<file path="src/mrlb_pkg.sv">
`timescale 1ns / 1ps
// Package for the minimum-raggedness line breaker.
// Holds the sizes, cost constants and the controller/datapath command and status types.
package mrlb_pkg;

  localparam int MAX_WORDS = 64;
  localparam int IDX_W     = $clog2(MAX_WORDS);
  localparam int CNT_W     = $clog2(MAX_WORDS + 1);

  localparam int WORD_W    = 10;
  localparam int WIDTH_W   = 10;
  localparam int LEN_W     = 16;
  localparam int START_W   = 6;
  localparam int WORDS_W   = 7;
  localparam int SQ_W      = 2 * WIDTH_W;
  localparam int COST_W    = 33;

  localparam logic [WIDTH_W-1:0] WIDTH_RESET = WIDTH_W'(72);
  localparam logic [COST_W-1:0]  COST_INF    = {COST_W{1'b1}};

  typedef struct packed {
    logic             issue;
    logic             first;
    logic             at_end;
    logic             write;
    logic             wr_word;
    logic             load_out;
    logic [CNT_W-1:0] addr;
    logic [CNT_W-1:0] n;
  } cmd_t;

  typedef struct packed {
    logic             out_free;
    logic [CNT_W-1:0] brk;
  } sts_t;

endpackage

</file>
<file path="src/mrlb_if.sv">
`timescale 1ns / 1ps
// Channel interfaces of the line breaker: word input, line output, width config.
// Depends on mrlb_pkg for the field widths.
interface mrlb_word_if;
  logic                        valid;
  logic                        ready;
  logic [mrlb_pkg::WORD_W-1:0] word_len;
  logic                        last_word;
  modport source (output valid, word_len, last_word, input ready);
  modport sink (input valid, word_len, last_word, output ready);
endinterface

interface mrlb_line_if;
  logic                         valid;
  logic                         ready;
  logic [mrlb_pkg::START_W-1:0] line_start;
  logic [mrlb_pkg::WORDS_W-1:0] line_words;
  logic [mrlb_pkg::LEN_W-1:0]   line_length;
  logic                         overlong;
  logic                         last_line;
  modport source (output valid, line_start, line_words, line_length, overlong, last_line,
                  input ready);
  modport sink (input valid, line_start, line_words, line_length, overlong, last_line,
                output ready);
endinterface

interface mrlb_cfg_if;
  logic                         valid;
  logic                         ready;
  logic [mrlb_pkg::WIDTH_W-1:0] line_width;
  modport source (output valid, line_width, input ready);
  modport sink (input valid, line_width, output ready);
endinterface

</file>
<file path="src/min_raggedness_line_breaker.sv">
`timescale 1ns / 1ps
// Top level of the minimum-raggedness line breaker.
// Depends on mrlb_pkg, the channel interfaces, mrlb_ctrl and mrlb_dp.

// Words of a paragraph are taken one per cycle as lengths; words beyond 64 are
// dropped. When the word flagged as last is taken, the block stops taking words
// and searches the breaks that minimize the summed squared slack of all lines,
// ties going to the shortest first line. The search runs one candidate line per
// cycle through a four-stage cost pipeline, and the pipeline is drained before
// each stored word's best cost is written back. Lines then leave from an output
// register, each loaded after its break is read and held back while the sink
// stalls, and words of the next paragraph are taken as soon as the final line
// sits in that register. The width register is to be written only while the
// block is idle; the block itself does not enforce this.
module min_raggedness_line_breaker (
  input  logic              clk,
  input  logic              rst,
  mrlb_word_if.sink         word_in,
  mrlb_line_if.source       line_out,
  mrlb_cfg_if.sink          cfg
);

  mrlb_pkg::cmd_t cmd;
  mrlb_pkg::sts_t sts;

  assign cfg.ready = 1'b1;

  mrlb_ctrl u_ctrl (
    .clk      (clk),
    .rst      (rst),
    .in_valid (word_in.valid),
    .in_last  (word_in.last_word),
    .in_ready (word_in.ready),
    .sts      (sts),
    .cmd      (cmd)
  );

  mrlb_dp u_dp (
    .clk         (clk),
    .rst         (rst),
    .cmd         (cmd),
    .sts         (sts),
    .word_len    (word_in.word_len),
    .cfg_valid   (cfg.valid),
    .cfg_width   (cfg.line_width),
    .out_valid   (line_out.valid),
    .out_ready   (line_out.ready),
    .line_start  (line_out.line_start),
    .line_words  (line_out.line_words),
    .line_length (line_out.line_length),
    .overlong    (line_out.overlong),
    .last_line   (line_out.last_line)
  );

endmodule

</file>
<file path="src/mrlb_ctrl.sv">
`timescale 1ns / 1ps
// Controller of the line breaker: word loading, break search sequencing, line emission.
// Depends on mrlb_pkg for sizes and the command and status types.
module mrlb_ctrl (
  input  logic                       clk,
  input  logic                       rst,
  input  logic                       in_valid,
  input  logic                       in_last,
  output logic                       in_ready,
  input  mrlb_pkg::sts_t             sts,
  output mrlb_pkg::cmd_t             cmd
);

  typedef enum logic [2:0] {
    S_IDLE,
    S_ROW,
    S_DRAIN,
    S_WRITE,
    S_EMIT_RD,
    S_EMIT_SET
  } state_t;

  state_t                     state;
  logic [mrlb_pkg::CNT_W-1:0] count;
  logic [mrlb_pkg::CNT_W-1:0] n;
  logic [mrlb_pkg::CNT_W-1:0] i;
  logic [mrlb_pkg::CNT_W-1:0] j;
  logic [1:0]                 drain;
  logic                       room;
  logic [mrlb_pkg::CNT_W-1:0] count_next;

  assign room       = count < mrlb_pkg::CNT_W'(mrlb_pkg::MAX_WORDS);
  assign count_next = room ? count + mrlb_pkg::CNT_W'(1) : count;
  assign in_ready   = (state == S_IDLE);

  always_comb begin
    cmd          = '0;
    cmd.n        = n;
    cmd.issue    = (state == S_ROW);
    cmd.first    = (j == i);
    cmd.at_end   = (j + mrlb_pkg::CNT_W'(1) == n);
    cmd.write    = (state == S_WRITE);
    cmd.wr_word  = (state == S_IDLE) && in_valid && room;
    cmd.load_out = (state == S_EMIT_SET) && sts.out_free;
    unique case (state)
      S_IDLE:  cmd.addr = count;
      S_ROW:   cmd.addr = j;
      default: cmd.addr = i;
    endcase
  end

  always_ff @(posedge clk) begin
    if (rst) begin
      state <= S_IDLE;
      count <= '0;
      n     <= '0;
      i     <= '0;
      j     <= '0;
      drain <= '0;
    end else begin
      unique case (state)
        S_IDLE: begin
          if (in_valid) begin
            count <= count_next;
            if (in_last) begin
              n     <= count_next;
              i     <= count_next - mrlb_pkg::CNT_W'(1);
              j     <= count_next - mrlb_pkg::CNT_W'(1);
              state <= S_ROW;
            end
          end
        end
        S_ROW: begin
          j <= j + mrlb_pkg::CNT_W'(1);
          if (j + mrlb_pkg::CNT_W'(1) == n) begin
            drain <= '0;
            state <= S_DRAIN;
          end
        end
        S_DRAIN: begin
          drain <= drain + 2'd1;
          if (drain == 2'd2) begin
            state <= S_WRITE;
          end
        end
        S_WRITE: begin
          if (i == '0) begin
            state <= S_EMIT_RD;
          end else begin
            i     <= i - mrlb_pkg::CNT_W'(1);
            j     <= i - mrlb_pkg::CNT_W'(1);
            state <= S_ROW;
          end
        end
        S_EMIT_RD: begin
          state <= S_EMIT_SET;
        end
        S_EMIT_SET: begin
          if (sts.out_free) begin
            if (sts.brk == n) begin
              count <= '0;
              state <= S_IDLE;
            end else begin
              i     <= sts.brk;
              state <= S_EMIT_RD;
            end
          end
        end
        default: state <= S_IDLE;
      endcase
    end
  end

endmodule

</file>
<file path="src/mrlb_dp.sv">
`timescale 1ns / 1ps
// Datapath of the line breaker: word, cost and break memories, the cost pipeline
// and the output register. Depends on mrlb_pkg and is driven by mrlb_ctrl.
module mrlb_dp (
  input  logic                          clk,
  input  logic                          rst,
  input  mrlb_pkg::cmd_t                cmd,
  output mrlb_pkg::sts_t                sts,
  input  logic [mrlb_pkg::WORD_W-1:0]   word_len,
  input  logic                          cfg_valid,
  input  logic [mrlb_pkg::WIDTH_W-1:0]  cfg_width,
  output logic                          out_valid,
  input  logic                          out_ready,
  output logic [mrlb_pkg::START_W-1:0]  line_start,
  output logic [mrlb_pkg::WORDS_W-1:0]  line_words,
  output logic [mrlb_pkg::LEN_W-1:0]    line_length,
  output logic                          overlong,
  output logic                          last_line
);

  logic [mrlb_pkg::WORD_W-1:0]  word_mem [mrlb_pkg::MAX_WORDS];
  logic [mrlb_pkg::COST_W-1:0]  best_mem [mrlb_pkg::MAX_WORDS + 1];
  logic [mrlb_pkg::CNT_W-1:0]   brk_mem  [mrlb_pkg::MAX_WORDS];
  logic [mrlb_pkg::LEN_W-1:0]   blen_mem [mrlb_pkg::MAX_WORDS];

  logic [mrlb_pkg::WIDTH_W-1:0] line_width;

  logic                         s1_valid;
  logic                         s1_first;
  logic                         s1_end;
  logic [mrlb_pkg::CNT_W-1:0]   s1_j;
  logic [mrlb_pkg::WORD_W-1:0]  s1_wl;
  logic [mrlb_pkg::COST_W-1:0]  s1_bc;
  logic [mrlb_pkg::LEN_W-1:0]   len_acc;
  logic [mrlb_pkg::LEN_W-1:0]   len_next;

  logic                         s2_valid;
  logic                         s2_first;
  logic [mrlb_pkg::CNT_W-1:0]   s2_j;
  logic [mrlb_pkg::LEN_W-1:0]   s2_len;
  logic [mrlb_pkg::COST_W-1:0]  s2_bc;
  logic                         s2_over;
  logic [mrlb_pkg::WIDTH_W-1:0] s2_slack;

  logic                         s3_valid;
  logic                         s3_first;
  logic [mrlb_pkg::CNT_W-1:0]   s3_j;
  logic [mrlb_pkg::LEN_W-1:0]   s3_len;
  logic [mrlb_pkg::COST_W-1:0]  s3_bc;
  logic                         s3_over;
  logic [mrlb_pkg::SQ_W-1:0]    s3_sq;
  logic [mrlb_pkg::COST_W:0]    sum;
  logic [mrlb_pkg::COST_W-1:0]  total;

  logic [mrlb_pkg::COST_W-1:0]  best_run;
  logic [mrlb_pkg::CNT_W-1:0]   brk_run;
  logic [mrlb_pkg::LEN_W-1:0]   blen_run;

  logic [mrlb_pkg::CNT_W-1:0]   brk_q;
  logic [mrlb_pkg::LEN_W-1:0]   blen_q;
  logic [mrlb_pkg::CNT_W-1:0]   best_addr;

  assign best_addr = cmd.addr + mrlb_pkg::CNT_W'(1);
  assign sts.out_free = !out_valid || out_ready;
  assign sts.brk      = brk_q;

  always_ff @(posedge clk) begin
    if (rst) begin
      line_width <= mrlb_pkg::WIDTH_RESET;
    end else if (cfg_valid) begin
      line_width <= cfg_width;
    end
  end

  always_ff @(posedge clk) begin
    if (cmd.wr_word) begin
      word_mem[cmd.addr[mrlb_pkg::IDX_W-1:0]] <= word_len;
    end
    if (cmd.write) begin
      best_mem[cmd.addr] <= best_run;
      brk_mem[cmd.addr[mrlb_pkg::IDX_W-1:0]]  <= brk_run;
      blen_mem[cmd.addr[mrlb_pkg::IDX_W-1:0]] <= blen_run;
    end
    s1_wl  <= word_mem[cmd.addr[mrlb_pkg::IDX_W-1:0]];
    s1_bc  <= best_mem[best_addr];
    brk_q  <= brk_mem[cmd.addr[mrlb_pkg::IDX_W-1:0]];
    blen_q <= blen_mem[cmd.addr[mrlb_pkg::IDX_W-1:0]];
  end

  // Stage one extends the running line length by one space and the next word, or starts it at the word alone.
  assign len_next = (s1_first ? '0 : len_acc + mrlb_pkg::LEN_W'(1))
                  + mrlb_pkg::LEN_W'(s1_wl);

  // Stage three adds the line cost to the best cost of the rest, saturating; an overlong line costs the maximum.
  assign sum   = (mrlb_pkg::COST_W + 1)'(s3_sq) + {1'b0, s3_bc};
  assign total = (s3_over || sum >= {1'b0, mrlb_pkg::COST_INF}) ? mrlb_pkg::COST_INF
               : sum[mrlb_pkg::COST_W-1:0];

  always_ff @(posedge clk) begin
    if (rst) begin
      s1_valid <= 1'b0;
      s2_valid <= 1'b0;
      s3_valid <= 1'b0;
    end else begin
      s1_valid <= cmd.issue;
      s2_valid <= s1_valid;
      s3_valid <= s2_valid;
    end
    s1_first <= cmd.first;
    s1_end   <= cmd.at_end;
    s1_j     <= cmd.addr;

    if (s1_valid) begin
      len_acc <= len_next;
    end
    s2_first <= s1_first;
    s2_j     <= s1_j;
    s2_len   <= len_next;
    s2_bc    <= s1_end ? '0 : s1_bc;

    s3_first <= s2_first;
    s3_j     <= s2_j;
    s3_len   <= s2_len;
    s3_bc    <= s2_bc;
    s3_over  <= s2_over;
    s3_sq    <= s2_slack * s2_slack;

    if (s3_valid && (s3_first || total < best_run)) begin
      best_run <= total;
      brk_run  <= s3_j + mrlb_pkg::CNT_W'(1);
      blen_run <= s3_len;
    end
  end

  always_comb begin
    s2_over  = s2_len > mrlb_pkg::LEN_W'(line_width);
    s2_slack = line_width - s2_len[mrlb_pkg::WIDTH_W-1:0];
  end

  always_ff @(posedge clk) begin
    if (rst) begin
      out_valid <= 1'b0;
    end else if (cmd.load_out) begin
      out_valid <= 1'b1;
    end else if (out_ready) begin
      out_valid <= 1'b0;
    end
    if (cmd.load_out) begin
      line_start  <= mrlb_pkg::START_W'(cmd.addr);
      line_words  <= mrlb_pkg::WORDS_W'(brk_q - cmd.addr);
      line_length <= blen_q;
      overlong    <= blen_q > mrlb_pkg::LEN_W'(line_width);
      last_line   <= (brk_q == cmd.n);
    end
  end

endmodule
</file>
<file path="src/flat_wrapper.sv">
// flat-port wrapper written by rule: the top's interface ports become plain ports
module min_raggedness_line_breaker_flat 
  (clk, rst, word_in_valid, word_in_word_len, word_in_last_word, word_in_ready, line_out_valid, line_out_line_start, line_out_line_words, line_out_line_length, line_out_overlong, line_out_last_line, line_out_ready, cfg_valid, cfg_line_width, cfg_ready);
  mrlb_word_if word_in_i ();
  mrlb_line_if line_out_i ();
  mrlb_cfg_if cfg_i ();
  input  logic clk;
  input  logic rst;
  input wire logic [$bits(word_in_i.valid)-1:0] word_in_valid;
  input wire logic [$bits(word_in_i.word_len)-1:0] word_in_word_len;
  input wire logic [$bits(word_in_i.last_word)-1:0] word_in_last_word;
  output wire logic [$bits(word_in_i.ready)-1:0] word_in_ready;
  output wire logic [$bits(line_out_i.valid)-1:0] line_out_valid;
  output wire logic [$bits(line_out_i.line_start)-1:0] line_out_line_start;
  output wire logic [$bits(line_out_i.line_words)-1:0] line_out_line_words;
  output wire logic [$bits(line_out_i.line_length)-1:0] line_out_line_length;
  output wire logic [$bits(line_out_i.overlong)-1:0] line_out_overlong;
  output wire logic [$bits(line_out_i.last_line)-1:0] line_out_last_line;
  input wire logic [$bits(line_out_i.ready)-1:0] line_out_ready;
  input wire logic [$bits(cfg_i.valid)-1:0] cfg_valid;
  input wire logic [$bits(cfg_i.line_width)-1:0] cfg_line_width;
  output wire logic [$bits(cfg_i.ready)-1:0] cfg_ready;
  assign word_in_i.valid = word_in_valid;
  assign word_in_i.word_len = word_in_word_len;
  assign word_in_i.last_word = word_in_last_word;
  assign word_in_ready = word_in_i.ready;
  assign line_out_valid = line_out_i.valid;
  assign line_out_line_start = line_out_i.line_start;
  assign line_out_line_words = line_out_i.line_words;
  assign line_out_line_length = line_out_i.line_length;
  assign line_out_overlong = line_out_i.overlong;
  assign line_out_last_line = line_out_i.last_line;
  assign line_out_i.ready = line_out_ready;
  assign cfg_i.valid = cfg_valid;
  assign cfg_i.line_width = cfg_line_width;
  assign cfg_ready = cfg_i.ready;
  min_raggedness_line_breaker u_core (.clk(clk), .rst(rst), .word_in(word_in_i), .line_out(line_out_i), .cfg(cfg_i));
endmodule
</file>
<file path="config.mk">
export PLATFORM = sky130hd
export DESIGN_NAME = min_raggedness_line_breaker_flat
export DESIGN_NICKNAME = d
export VERILOG_FILES = /design/src/mrlb_pkg.sv /design/src/mrlb_if.sv /design/src/min_raggedness_line_breaker.sv /design/src/mrlb_ctrl.sv /design/src/mrlb_dp.sv /design/src/flat_wrapper.sv
export SDC_FILE = /design/constraint.sdc
export NUM_CORES = 2
export LEC_CHECK = 0
export BUFFER_PORTS_ARGS = -buffer_cell sky130_fd_sc_hd__buf_2
export CAP_MARGIN = 0
export CORE_ASPECT_RATIO = 1.4
export CORE_UTILIZATION = 50
export CTS_CLUSTER_SIZE = 8
export DETAILED_ROUTE_END_ITERATION = 7
export PLACE_DENSITY = 0.66
export SLEW_MARGIN = 20
export SYNTH_ARGS = -nofsm -noshare
export SYNTH_HDL_FRONTEND = slang
export SYNTH_MEMORY_MAX_BITS = 65536
export SYNTH_SLANG_ARGS = --single-unit
</file>
<file path="constraint.sdc">
create_clock -name clk -period 13.6 [get_ports clk]
set_clock_uncertainty 0.05 [all_clocks]
set_input_delay 1.36 -clock clk [delete_from_list [all_inputs] [get_ports clk]]
set_output_delay 1.36 -clock clk [all_outputs]
set_load 0.01 [all_outputs]
</file>
Word-level counts from Yosys, hierarchy flattened
Memories as Yosys holds them, arrays and structs flattened. A register that Yosys moved wholly into a read port is not among the register bits.
Cells that the tools add are included.
{"block": "op_classes", "add_sub_neg": 12, "order_cmp": 5, "n_eq_ne": 17, "n_reduce_logical": 21, "mux": 31, "n_mul": 1}
{"cell": "$mux W7", "count": 9}
{"cell": "$pmux W7 S3", "count": 2}
{"cell": "$add A20 B33 Y34", "count": 1}
{"cell": "$ge A34 B33 Y1 const B", "count": 1}
{"cell": "$lt A33 B33 Y1", "count": 1}
{"cell": "$mux W33", "count": 1}
{"cell": "$gt A16 B10 Y1", "count": 2}
{"cell": "$add A7 B1 Y7 const B", "count": 4}
{"cell": "$pmux W7 S2", "count": 2}
{"cell": "$eq A7 B7 Y1", "count": 3}
{"cell": "$mux W3", "count": 7}
{"cell": "$mul A10 B10 Y20", "count": 1}
{"cell": "$pmux W3 S6", "count": 1}
{"cell": "$add A16 B1 Y16 const B", "count": 1}
{"cell": "$add A16 B10 Y16", "count": 1}
{"cell": "$mux W16", "count": 1}
{"cell": "$ne A2 B2 Y1 const B", "count": 7}
{"cell": "$sub A7 B1 Y7 const B", "count": 2}
{"cell": "$sub A10 B10 Y10", "count": 1}
{"cell": "$reduce_and A4 Y1", "count": 2}
{"cell": "$logic_not A7 Y1", "count": 1}
{"cell": "$lt A7 B7 Y1 const B", "count": 1}
{"cell": "$sub A7 B7 Y7", "count": 1}
{"cell": "$eq A3 B2 Y1 const B", "count": 2}
{"cell": "18 further kinds", "count": 32}
{"block": "totals", "reg_bits": 294, "input_bits": 26, "output_inout_bits": 34, "mem_bits_rw": 4257, "wordCells": 124, "n_memories": 4}
{"memory": "u_core.u_dp.best_mem", "words": 65, "word_bits": 33, "read_ports": 1, "rd_clocked_by_memory_dff": 1, "wr": 1, "line_no": "mrlb_dp.sv:22", "rtl": "logic [mrlb_pkg::COST_W-1:0] best_mem [mrlb_pkg::MAX_WORDS + 1];"}
{"memory": "u_core.u_dp.blen_mem", "words": 64, "word_bits": 16, "read_ports": 1, "rd_clocked_by_memory_dff": 1, "wr": 1, "line_no": "mrlb_dp.sv:24", "rtl": "logic [mrlb_pkg::LEN_W-1:0] blen_mem [mrlb_pkg::MAX_WORDS];"}
{"memory": "u_core.u_dp.word_mem", "words": 64, "word_bits": 10, "read_ports": 1, "rd_clocked_by_memory_dff": 1, "wr": 1, "line_no": "mrlb_dp.sv:21", "rtl": "logic [mrlb_pkg::WORD_W-1:0] word_mem [mrlb_pkg::MAX_WORDS];"}
{"memory": "u_core.u_dp.brk_mem", "words": 64, "word_bits": 7, "read_ports": 1, "rd_clocked_by_memory_dff": 1, "wr": 1, "line_no": "mrlb_dp.sv:23", "rtl": "logic [mrlb_pkg::CNT_W-1:0] brk_mem [mrlb_pkg::MAX_WORDS];"}

Depth between registers and ports, before layout
{"block": "logic_depth", "ltp_word": 7, "mapped_depth": 29, "mapped_depth_nobuf": 29}

Modules after synthesis
A second synthesis with hierarchy kept.
{"block": "unflattened", "hier_cells": 8907, "area_unflattened_um2": 175410.7}
{"mod": "mrlb_dp", "n_inst": 1, "seq_area_each_um2": 135389.8, "cells_per_inst": 8550, "area_per_inst_um2": 172764.4}
{"mod": "mrlb_ctrl", "n_inst": 1, "seq_area_each_um2": 660.6, "cells_per_inst": 355, "area_per_inst_um2": 2635.0}
{"mod": "min_raggedness_line_breaker", "n_inst": 1, "seq_area_each_um2": 0.0, "cells_per_inst": 2, "area_per_inst_um2": 11.3}

Worst setup path before layout
OpenSTA, ideal clock, no wires.
{"block": "synth_timing", "path_type": "reg2reg", "start": "reg u_core.u_dp.s3_bc[2] (netlist name)", "end": "reg u_core.u_dp.best_run[0] (netlist name), enable pin", "stages_incl_launch_ff": 21, "t_arrival_ns": 6.797, "setup_slack_ns": 6.265, "synth_period_minus_slack_ns": 7.335, "path_buffers": 1, "t_required_ns": 13.062, "setup_time_ns": 0.488, "cell_sequence": "dfxtp_1 -> ha_1 -> and3_1 -> o221ai_1 -> o21ai_0 -> or4b_2 -> a31oi_1 -> a21o_1 -> a31oi_1 -> clkbuf_1 -> o21ai_0 -> ha_1 -> a21o_1 -> a21o_1 -> a21o_1 -> a21o_1 -> a21oi_1 -> nor2b_1 -> o21ai_0 -> nand4b_1 -> a21oi_1"}
{"block": "synth_via", "elab_chain_len": 7}
{"item": "start, declared", "line_no": "mrlb_dp.sv:49", "rtl": "logic [mrlb_pkg::COST_W-1:0] s3_bc;"}
{"item": "start signal, assigned", "line_no": "mrlb_dp.sv:124", "rtl": "s3_bc <= s2_bc;"}
{"item": "$add A20 B33 Y34 (*)", "line_no": "mrlb_dp.sv:95", "rtl": "assign sum = (mrlb_pkg::COST_W + 1)'(s3_sq) + {1'b0, s3_bc};"}
{"item": "$ge A34 B33 Y1", "line_no": "mrlb_dp.sv:96", "rtl": "assign total = (s3_over || sum >= {1'b0, mrlb_pkg::COST_INF}) ? mrlb_pkg::COST_INF"}
{"item": "$logic_or A1 B1 Y1", "line_no": "mrlb_dp.sv:96"}
{"item": "$mux W33 (*)", "line_no": "mrlb_dp.sv:96"}
{"item": "named net u_core.u_dp.total (one bit)", "line_no": "mrlb_dp.sv:53", "rtl": "logic [mrlb_pkg::COST_W-1:0] total;"}
{"item": "$lt A33 B33 Y1 (*)", "line_no": "mrlb_dp.sv:128", "rtl": "if (s3_valid && (s3_first || total < best_run)) begin"}
{"item": "$logic_or A1 B1 Y1 (*)", "line_no": "mrlb_dp.sv:128"}
{"item": "$logic_and A1 B1 Y1 (*)", "line_no": "mrlb_dp.sv:128"}
{"item": "end signal, assigned", "line_no": "mrlb_dp.sv:129", "rtl": "best_run <= total;"}
{"item": "end, declared", "line_no": "mrlb_dp.sv:55", "rtl": "logic [mrlb_pkg::COST_W-1:0] best_run;"}
Mark *: on every way through the listed nets, which the timed path passes. The rest lies on a longest branch.
A chain may end at the register's enable or synchronous reset.

Final worst setup path
{"block": "layout_timing", "start": "reg u_core.u_dp.line_width[0] (netlist name)", "end": "reg u_core.u_dp.s3_sq[19] (netlist name)"}
{"block": "layout_via", "elab_chain_len": 2}
{"item": "start, declared", "line_no": "mrlb_dp.sv:26", "rtl": "logic [mrlb_pkg::WIDTH_W-1:0] line_width;"}
{"item": "start signal, assigned", "line_no": "mrlb_dp.sv:69", "rtl": "line_width <= mrlb_pkg::WIDTH_RESET;"}
{"item": "start signal, assigned", "line_no": "mrlb_dp.sv:71", "rtl": "line_width <= cfg_width;"}
{"item": "$sub A10 B10 Y10", "line_no": "mrlb_dp.sv:137", "rtl": "s2_slack = line_width - s2_len[mrlb_pkg::WIDTH_W-1:0];"}
{"item": "$mul A10 B10 Y20", "line_no": "mrlb_dp.sv:126", "rtl": "s3_sq <= s2_slack * s2_slack;"}
{"item": "end signal, assigned", "line_no": "mrlb_dp.sv:126"}
{"item": "end, declared", "line_no": "mrlb_dp.sv:51", "rtl": "logic [mrlb_pkg::SQ_W-1:0] s3_sq;"}
Every way passes these cells.

==> metrics <==
Rows=257; Tcrit/Tclk final=57.4%; largest net degree at the start of global routing=141; WP buf/inv=6; ys flop type=edfxtp_1; CP most frequent cell=fa_1; Worst VDD drop=0.00100 V; vias in the first global route=95300; top cells by count, synth=edfxtp_1, a22oi_1, mux4_2; IO Pins=60; TritonCTS clock tree=done; GR Overflow Total=0; core region area=350000 sq um; Die H=703 microns; antenna violations before repair=41; Area after DPL=183000 sq um; crit-path max FO=10; initial drt markers=11600; Post-CTS Setup Repair Bufs=0; Worst Max-Slew Pin Slew=1.22 ns; global-route wire length before repair=683000 microns; distinct cell type count after synthesis=65; mapped cell area=176000 sq um; NumNets Final=9829; effective utilization at floorplan=50.2%; die footprint=354000 sq um; wire per inst=33.2 microns; Total GRT Usage=27.2%; number of max-cap violations=0; Worst path top cell family by delay=adder cells; GPL Wtd Cong=0.869; CTS max path bufs=4; Setup CP Type=register to register; Tmin final=7.81 ns; power per cell area=242 nW/um^2; Synth async-reset ratio=0%; share of the synthesized area in the top cell type=74.5%; syn_nets=9294; Die X-Extent=503 microns; Clock transition at path regs=0.06 ns; CTS sink cnt=4616; sequential cell area fraction in the yosys report=77.5%; worst-skew pair later-pin latency=0.98 ns; hpwl dp=265000 microns; # H-tree levels=6; flop and latch count out of synthesis=4616; PortBufs=58; Max transition margin=18.6%; vias per cell=6.44; number of flops mapped to enable cells by yosys=4360; kind of end point of the critical path=register; Max Slew Vio Count=0; Achievable Freq=0.128 GHz; Total Neg Setup Slack=0 ns; share of cells above drive strength 1=20.2%; Crit path required time=14.43 ns; crit start category=register; cts hold-fix bufs=0; cts repair resizes=0; hold crit path type=register to register; crit path DAT=8.64 ns; Mean Syn Cell Area=19.4 sq um; unrepaired setup endpoints after global routing=no; first-pass detailed-route iteration total=8; Fin. Hold Viols=0; status=completed; synth warn=0; Final setup violation count=0; DRC viols=0; cts bufs inserted=651; count leader, synth=edfxtp_1; Synth area leader=edfxtp_1; largest cells by area after synthesis=edfxtp_1, mux4_2, a22oi_1; root buffer cell=clkbuf_16; post-route design area=201000 sq um; Area growth syn-to-layout=14.6%; static leakage=63.9 nW; Worst path slowest cell=xor2_1; Post-Route WL=483000 microns; Vias=93700; Detail Route Antenna Nets=0; max incr delay on CP=0.71 ns; post-synthesis cell count=9069
-- layout by cell type, fill, tap and decap left out, drive strengths merged, types with 12 or more instances in the layout --
cell type  netlist  routed
nor2           448     448
nand2          233     233
nand4          244     244
buf            225     400
or2             12      12
a221oi         113     113
a211oi          45      45
a31oi           39      39
edfxtp        4360    4360
dfxtp          256     256
ha             151     151
clkinv           0      24
o21a            15      15
fa              48      48
a21oi           89      89
clkbuf         293     807
nand3           51      51
diode            0      98
or3             13      13
a21o            64      64
xnor2           74      74
and2            12      12
a41oi           45      45
nor3            61      61
nor2b           50      50
mux2i           52      52
o221ai          34      34
o211ai          70      70
a22oi          846     846
and3            24      24
o21ai           57      57
inv            158     174
xor2            58      58
nand2b          18      18
mux4           660     660
a22o           108     108
-- routing by layer --
metal	part of all wire, %	GRT usage, %
met1	35	32.9
met2	51	46.5
met3	8.1	4.18
met4	6.0	15.3
met5	0.019	0
-- worst paths after layout --
check | from | end | depth (start not counted) | slack [ns]
worst max register to register | u_core.u_dp.line_width[0] | u_core.u_dp.s3_sq[19] | 29 | 5.79
worst min register to register | u_core.u_dp.s1_j[6] | u_core.u_dp.s2_j[6] | 0 | 0.25
worst min-delay path | u_core.u_dp.s1_j[6] | u_core.u_dp.s2_j[6] | 0 | 0.25
worst max-delay path | u_core.u_dp.line_width[0] | u_core.u_dp.s3_sq[19] | 29 | 5.79
-- state kept, by name (all words and copies together) (netlist names), 10 cells and up --
signal and flops:
u_core.u_dp.best_mem 2145, u_core.u_dp.blen_mem 1024, u_core.u_dp.word_mem 640, u_core.u_dp.brk_mem 448, u_core.u_dp.best_run 33, u_core.u_dp.s1_bc 33, u_core.u_dp.s2_bc 33, u_core.u_dp.s3_bc 33
u_core.u_dp.s3_sq 19, u_core.u_dp.blen_q 16, u_core.u_dp.blen_run 16, u_core.u_dp.len_acc 16, u_core.u_dp.line_length 16, u_core.u_dp.s2_len 16, u_core.u_dp.s3_len 16, u_core.u_dp.line_width 10
u_core.u_dp.s1_wl 10
-- cells by family after synthesis --
kind of cell,Yosys count,synth area share [%]
other,1,0.00214
DFF,4616,77.5
xor gates and xnor gates,135,0.697
muxes,712,8.76
buffers and inverters,676,1.65
and+or+nand+nor,1183,3.20
adders and majority gates,199,1.62
AOI/OAI and AO/OA,1547,6.61
-- area by class of cell --
class	instances	area, sq um
multi-input cells	3777	37600
diodes	98	245
clock inverters	40	719
repair buffers	400	3040
flip-flops and latches	4616	136000
clock buffers	807	17200
well taps	4662	5830
fillers	25500	149000
inverters	158	599
-- worst reg2reg max path, delay by kind of cell (launching register included) --
family                     cells  cell delay [ns]
buffers and inverters          6             0.36
AOI/OAI and AO/OA             11             2.51
xor gates and xnor gates       2             0.85
and+or+nand+nor                2             0.22
adders and majority gates      8             3.39
DFF                            1             0.34
-- report_power, final --
group	switching (W)	internal [W]
logic	0.0103	0.00739
registers	0.000385	0.0161
clock network	0.00568	0.00878
-- metrics by stage --
| stage | instances | hold WS, ns | setup WS, ns | util, % | power [W] |
|---|---|---|---|---|---|
| 2_1_floorplan | 9069 | 0.260 | 6.26 | - | 0.0293 |
| 3_3_place_gp | 13600 | 0.260 | 5.78 | 52.3 | 0.0344 |
| 3_5_place_dp | 13600 | 0.262 | 5.84 | 52.3 | 0.0344 |
| 4_1_cts | 14500 | 0.253 | 5.78 | 57.5 | 0.0490 |
| 5_1_grt | 14500 | 0.281 | 5.30 | 57.5 | 0.0512 |
| 6_report | 14600 | 0.246 | 5.79 | 57.5 | 0.0486 |
Note: power is estimated with default switching activity, not from simulation.
